$ cat config.mk
export PLATFORM = sky130hd
export DESIGN_NAME = speed_command_frame_encoder
export DESIGN_NICKNAME = d
export VERILOG_FILES = /design/src/hdl/scfe_pkg.sv /design/src/hdl/scfe_front.sv /design/src/hdl/scfe_queue.sv /design/src/hdl/scfe_back.sv /design/src/hdl/speed_command_frame_encoder.sv
export SDC_FILE = /design/constraint.sdc
export NUM_CORES = 1
export LEC_CHECK = 0
export ABC_CLOCK_PERIOD_IN_PS = 11600
export CORE_UTILIZATION = 40
export CTS_CLUSTER_SIZE = 16
export DETAILED_ROUTE_END_ITERATION = 6
export DONT_BUFFER_PORTS = 1
export GPL_TIMING_DRIVEN = 0
export PLACE_DENSITY = 0.51
export SYNTH_ARGS = -nofsm -noshare
export SYNTH_HDL_FRONTEND = slang
export SYNTH_SLANG_ARGS = --single-unit
$ cat constraint.sdc
create_clock -name clk -period 11.6 [get_ports clk]
set_clock_uncertainty 0.2 [all_clocks]
set_input_delay 1.74 -clock clk [delete_from_list [all_inputs] [get_ports clk]]
set_output_delay 1.74 -clock clk [all_outputs]
set_load 0.02 [all_outputs]
$ cat src/hdl/scfe_pkg.sv
// Package for the speed command frame encoder.
// Holds the item types, frame marker bytes and sequencer positions.
// No dependencies.
package scfe_pkg;

  localparam int unsigned WORD_BYTES = 12;

  localparam logic [7:0] FRAME_START  = 8'h7E;
  localparam logic [7:0] FRAME_STOP   = 8'h7F;
  localparam logic [7:0] FRAME_ESCAPE = 8'h7D;
  localparam logic [7:0] CMD_SPEED    = 8'h01;

  localparam logic [3:0] POS_START     = 4'd0;
  localparam logic [3:0] POS_ID        = 4'd1;
  localparam logic [3:0] POS_CMD       = 4'd2;
  localparam logic [3:0] POS_DATA_FIRST = 4'd3;
  localparam logic [3:0] POS_DATA_LAST  = 4'd14;
  localparam logic [3:0] POS_STOP      = 4'd15;

  typedef struct packed {
    logic [7:0]  robot_id;
    logic [31:0] speed_x_bits;
    logic [31:0] speed_y_bits;
    logic [31:0] speed_turn_bits;
  } cmd_t;

  typedef struct packed {
    logic [7:0] frame_byte;
    logic       frame_end;
  } frame_t;

  typedef struct packed {
    logic [7:0]                       robot_id;
    logic [WORD_BYTES-1:0][7:0]       data;
    logic [WORD_BYTES-1:0]            esc;
  } plan_t;

  function automatic logic is_marker(input logic [7:0] b);
    return (b == FRAME_START) || (b == FRAME_ESCAPE) || (b == FRAME_STOP);
  endfunction

endpackage

$ cat src/hdl/scfe_front.sv
// Front stage: accept a speed command and classify its word bytes.
// Marks each byte that needs an escape; hands the plan to the queue.
// Depends on scfe_pkg.
module scfe_front (
  input  logic            clk,
  input  logic            rst,
  input  logic            push,
  output logic            full,
  input  scfe_pkg::cmd_t  cmd,
  output logic            plan_valid,
  input  logic            plan_ready,
  output scfe_pkg::plan_t plan
);
  import scfe_pkg::*;

  logic  valid;
  plan_t plan_next;
  logic  take;

  assign full       = valid && !plan_ready;
  assign take       = push && !full;
  assign plan_valid = valid;

  always_comb begin
    plan_next = '0;
    plan_next.robot_id = cmd.robot_id;
    plan_next.data = {cmd.speed_turn_bits, cmd.speed_y_bits, cmd.speed_x_bits};
    for (int i = 0; i < WORD_BYTES; i++) begin
      plan_next.esc[i] = is_marker(plan_next.data[i]);
    end
  end

  always_ff @(posedge clk) begin
    if (rst) begin
      valid <= 1'b0;
    end else if (take) begin
      valid <= 1'b1;
    end else if (plan_ready) begin
      valid <= 1'b0;
    end
  end

  always_ff @(posedge clk) begin
    if (take) begin
      plan <= plan_next;
    end
  end

endmodule

$ cat src/hdl/scfe_queue.sv
// Short queue of classified commands between front and back.
// Register array with head and tail pointers and an occupancy count.
// Depends on scfe_pkg.
module scfe_queue #(
  parameter int unsigned DEPTH = 2
) (
  input  logic            clk,
  input  logic            rst,
  input  logic            wr_valid,
  output logic            wr_ready,
  input  scfe_pkg::plan_t wr_data,
  output logic            rd_valid,
  input  logic            rd_take,
  output scfe_pkg::plan_t rd_data
);
  import scfe_pkg::*;

  localparam int unsigned PTR_W = (DEPTH > 1) ? $clog2(DEPTH) : 1;
  localparam int unsigned CNT_W = $clog2(DEPTH + 1);

  plan_t            slots [DEPTH];
  logic [PTR_W-1:0] head;
  logic [PTR_W-1:0] tail;
  logic [CNT_W-1:0] count;
  logic             do_wr;
  logic             do_rd;

  assign wr_ready = (count != CNT_W'(DEPTH));
  assign rd_valid = (count != '0);
  assign do_wr    = wr_valid && wr_ready;
  assign do_rd    = rd_take && rd_valid;
  assign rd_data  = slots[head];

  always_ff @(posedge clk) begin
    if (rst) begin
      head  <= '0;
      tail  <= '0;
      count <= '0;
    end else begin
      if (do_wr) begin
        tail <= (tail == PTR_W'(DEPTH - 1)) ? '0 : tail + 1'b1;
      end
      if (do_rd) begin
        head <= (head == PTR_W'(DEPTH - 1)) ? '0 : head + 1'b1;
      end
      if (do_wr && !do_rd) begin
        count <= count + 1'b1;
      end else if (do_rd && !do_wr) begin
        count <= count - 1'b1;
      end
    end
  end

  always_ff @(posedge clk) begin
    if (do_wr) begin
      slots[tail] <= wr_data;
    end
  end

endmodule

$ cat src/hdl/scfe_back.sv
// Back stage: walk the frame of the head command, one byte per cycle
// unless stalled. Inserts escapes, drives the registered result.
// Depends on scfe_pkg.
module scfe_back (
  input  logic             clk,
  input  logic             rst,
  input  logic             plan_valid,
  output logic             plan_take,
  input  scfe_pkg::plan_t  plan,
  output logic             empty,
  input  logic             pop,
  output scfe_pkg::frame_t frame
);
  import scfe_pkg::*;

  logic [3:0] pos;
  logic       esc_done;
  logic       out_valid;
  logic       advance;
  logic [3:0] data_idx;
  logic [7:0] data_byte;
  frame_t     frame_next;
  logic [3:0] pos_next;
  logic       esc_done_next;

  assign empty     = !out_valid;
  assign advance   = plan_valid && (!out_valid || pop);
  assign data_idx  = pos - POS_DATA_FIRST;
  assign data_byte = plan.data[data_idx];
  assign plan_take = advance && (pos == POS_STOP);

  always_comb begin
    frame_next    = '0;
    pos_next      = pos + 1'b1;
    esc_done_next = 1'b0;
    if (pos inside {[POS_DATA_FIRST:POS_DATA_LAST]}) begin
      if (plan.esc[data_idx] && !esc_done) begin
        frame_next.frame_byte = FRAME_ESCAPE;
        pos_next              = pos;
        esc_done_next         = 1'b1;
      end else begin
        frame_next.frame_byte = data_byte;
      end
    end else begin
      case (pos)
        POS_START: frame_next.frame_byte = FRAME_START;
        POS_ID:    frame_next.frame_byte = plan.robot_id;
        POS_CMD:   frame_next.frame_byte = CMD_SPEED;
        POS_STOP: begin
          frame_next.frame_byte = FRAME_STOP;
          frame_next.frame_end  = 1'b1;
          pos_next              = POS_START;
        end
        default:   frame_next.frame_byte = FRAME_STOP;
      endcase
    end
  end

  always_ff @(posedge clk) begin
    if (rst) begin
      pos       <= POS_START;
      esc_done  <= 1'b0;
      out_valid <= 1'b0;
    end else if (advance) begin
      pos       <= pos_next;
      esc_done  <= esc_done_next;
      out_valid <= 1'b1;
    end else if (pop) begin
      out_valid <= 1'b0;
    end
  end

  always_ff @(posedge clk) begin
    if (advance) begin
      frame <= frame_next;
    end
  end

endmodule

$ cat src/hdl/speed_command_frame_encoder.sv
// Speed command frame encoder: turns each speed command (robot id and three
// 32-bit words) into a byte frame 7E, id, 01, the words low byte first with
// 7D ahead of any 7D/7E/7F byte, then 7F flagged by frame_end. Bytes leave at
// one per cycle from the back sequencer unless stalled; a frame is 16 to 28
// bytes and that sequencer sets the sustained rate. A front register and a
// queue of QUEUE_DEPTH commands let new commands enter while a frame is going
// out. Top level; depends on scfe_pkg, scfe_front, scfe_queue and scfe_back.
module speed_command_frame_encoder #(
  parameter int unsigned QUEUE_DEPTH = 2
) (
  input  logic             clk,
  input  logic             rst,
  input  logic             push,
  output logic             full,
  input  scfe_pkg::cmd_t   cmd,
  output logic             empty,
  input  logic             pop,
  output scfe_pkg::frame_t frame
);
  import scfe_pkg::*;

  plan_t front_plan;
  plan_t head_plan;
  logic  front_valid;
  logic  queue_ready;
  logic  head_valid;
  logic  head_take;

  scfe_front u_front (
    .clk        (clk),
    .rst        (rst),
    .push       (push),
    .full       (full),
    .cmd        (cmd),
    .plan_valid (front_valid),
    .plan_ready (queue_ready),
    .plan       (front_plan)
  );

  scfe_queue #(
    .DEPTH (QUEUE_DEPTH)
  ) u_queue (
    .clk      (clk),
    .rst      (rst),
    .wr_valid (front_valid),
    .wr_ready (queue_ready),
    .wr_data  (front_plan),
    .rd_valid (head_valid),
    .rd_take  (head_take),
    .rd_data  (head_plan)
  );

  scfe_back u_back (
    .clk        (clk),
    .rst        (rst),
    .plan_valid (head_valid),
    .plan_take  (head_take),
    .plan       (head_plan),
    .empty      (empty),
    .pop        (pop),
    .frame      (frame)
  );

endmodule

==> impl_metrics.ini <==
[critical_path]
end_kind = flip-flop
cp_max_fo = 10
crit_slowest_cell = buf_1
crit_path_start_kind = flip-flop
setup.worst_path.class = reg2reg
arrival_ps = 4890
timing.critical_path.buf_inv = 6
critical_path_required_ps = 11650
crit_path_cell_trace = buf_2 > buf_2 > buf_2 > inv_1 > ha_1 > buf_6 > buf_1 > mux2i_1 > o22ai_1 > nor4_1 > a21oi_1
crit_path_max_incr_delay_ps = 850
cp_common_cell = buf_2
cpLargestDelayFamily = buffers and inverters

[pwr]
power_mw = 2.95
ir_drop_uv = 103
p_int_mw = 2.32
swShare = 0.216
power_leakage_nw = 4.94
clkPwrFrac = 0.404
switchingPower_mw = 0.638
combinationalPowerShare = 0.065
power_frac_seq = 0.532
powerDensity_nw_per_um2 = 187

[global_routing]
grt_usage = 0.163
grt_pass1_vias = 6762
grt_overflow = 0
antenna_found_initial = 0
grt_pass1_wl_um = 42400
grt_max_degree = 67

[clock_network]
cts_root_buffer = clkbuf_16
postCtsHoldBufs = 0
clkTransAtPathRegs_ps = 60
cts_buffers = 41
clk_latency_ps = 530
cts_max_level = 2
post_cts_buffers = 0
cts_tree = yes
clockBufferDepth = 3
cts_sinks = 369
cts_resized = 0

[yosys]
ys_types = 62
syn_nets = 766
synth_area_leader_cell = edfxtp_1
netlist_area_um2 = 13800
ys_ff_latch = 369
ys_top_cells_by_count = 357 x edfxtp_1, 49 x mux4_2, 39 x nor2_1, 36 x mux2i_1, 14 x o211ai_1
avgSynthCellArea_um2 = 21.1
ys_async_sr_fraction = 0
ys.warnings.count = 0
synth_edf_count = 357
syn_inst = 653
synth.area.top_cells = edfxtp_1 78%, mux4_2 8.0%, mux2i_1 2.6%, dfxtp_1 1.7%, nor2_1 1.1%
synth_flop_cell = edfxtp_1
yosysMostFrequentCell = edfxtp_1
yosysSeqAreaShare = 0.796
synth_top_area_frac = 0.779

[placed_design]
port_buffers = 0
dp_hpwl_um = 18800
place_inst = 1110
globalplace.congestion = 0.791
place_ws_ps = 6760

[final_layout]
instances_no_fill = 1180
drive_gt1_frac = 0.201
area_growth_pct = 14.7
n_antenna_cell = 0
nFillCells = 2858
multi_input_area_um2 = 2630
fin_nets = 818
regArea_um2 = 11000

[status]
status = finished, final reports clean

[drt]
ant_nets = 0
first_pass_iters = 5
drc = 0
wl_per_cell_um = 23.6
vias_per_cell = 5.28
drtIter0Drc = 423
drt-total-wl_um = 27800
vias = 6235

[flow_run]
cap_violations = 0

[timing]
setup_slack_ps = 6760
period_needed_ps = 4840
tightestPinTransition_ps = 1120
post-route-period-util = 0.418
hold_viol = 0
slew_headroom = 0.251
setup_violations = 0
tns_ps = 0
rsz0062_at_grt = false
max_freq_mhz = 206
whs_ps = 243
maxSlewViolCount = 0

[die]
die_height_um = 187
core-area_um2 = 33700
io_pins = 119
die_x_um = 187
die-area_um2 = 35200
rows = 67
initial_core_util = 0.408

[min_path]
hold_path.class = reg2reg
## final timing paths
kind | startpoint | endpoint | slack, ps | cells after the start
worst max register to register | u_back.pos[0] | u_back.frame[3] | 6760 | 11
worst max-delay path | u_back.pos[0] | u_back.frame[3] | 6760 | 11
worst min register to register | u_front.plan[57] | u_queue.slots[0][57] | 240 | 0
worst min-delay path | u_front.plan[57] | u_queue.slots[0][57] | 240 | 0
## cell families after synthesis
group / synth area share
compound gates: 0.0316
xor+xnor: 0.00382
fa+ha+maj: 0.00455
buf+inv: 0.0142
flops: 0.796
mux: 0.115
simple gates: 0.0346
## layer usage
layer | vias up | wire [um] | global-route usage
met2 | 185 | 14000 | 0.274
met3 | 43 | 1490 | 0.0334
met5 | - | 0 | 0
met4 | 0 | 548 | 0.0491
met1 | 3215 | 11700 | 0.213
li1 | 2792 | - | -
## cell usage in the layout, fill, tap and decap left out, types with 5 or more instances in the layout
master	netlist	routed
clkbuf_1	5	18
clkbuf_16	0	41
mux2_2	7	7
nand4b_1	12	12
nand2_1	12	12
nor4_1	5	5
edfxtp_1	357	357
o22ai_1	6	6
a21oi_1	7	7
clkinv_1	0	7
dfxtp_1	12	12
nor2_1	39	38
buf_12	0	5
o211ai_1	14	14
inv_1	9	9
buf_4	7	7
ha_1	5	5
mux4_2	49	49
mux2i_1	36	36
## state kept, by name, indices dropped and copies added (netlist names), named ones only
register	count
u_queue.slots	232
u_front.plan_valid	1
u_back.out_valid	1
u_back.frame	9
u_back.esc_done	1
u_queue.tail	1
u_queue.count	2
u_queue.head	1
u_front.plan	116
u_back.pos	4
## stage by stage
stage	utilization	instance area (um2)
after CTS	0.468	15800
after detailed placement	0.432	14600
after floorplan	-	13800
after global placement	0.425	14300
after global routing	0.468	15800
final	0.468	15800
## power by group through the flow
stage	logic, mW	registers, mW	clock network, mW
2_1_floorplan	0.121	1.60	0
4_1_cts	0.195	1.57	1.23
3_5_place_dp	0.194	1.60	0
5_1_grt	0.205	1.58	1.28
3_3_place_gp	0.179	1.61	0
6_report	0.191	1.57	1.19
## area by class of cell
| class | count | share of cell area |
|---|---|---|
| Buffer | 23 | 0.00999 |
| Clock buffer | 54 | 0.0681 |
| Clock inverter | 16 | 0.00975 |
| Inverter | 10 | 0.00238 |
| Multi-Input combinational cell | 251 | 0.166 |
| Sequential cell | 369 | 0.695 |
| Tap cell | 448 | 0.0355 |
| Timing Repair Buffer | 9 | 0.0133 |
Power figures use the tool's default switching activity.
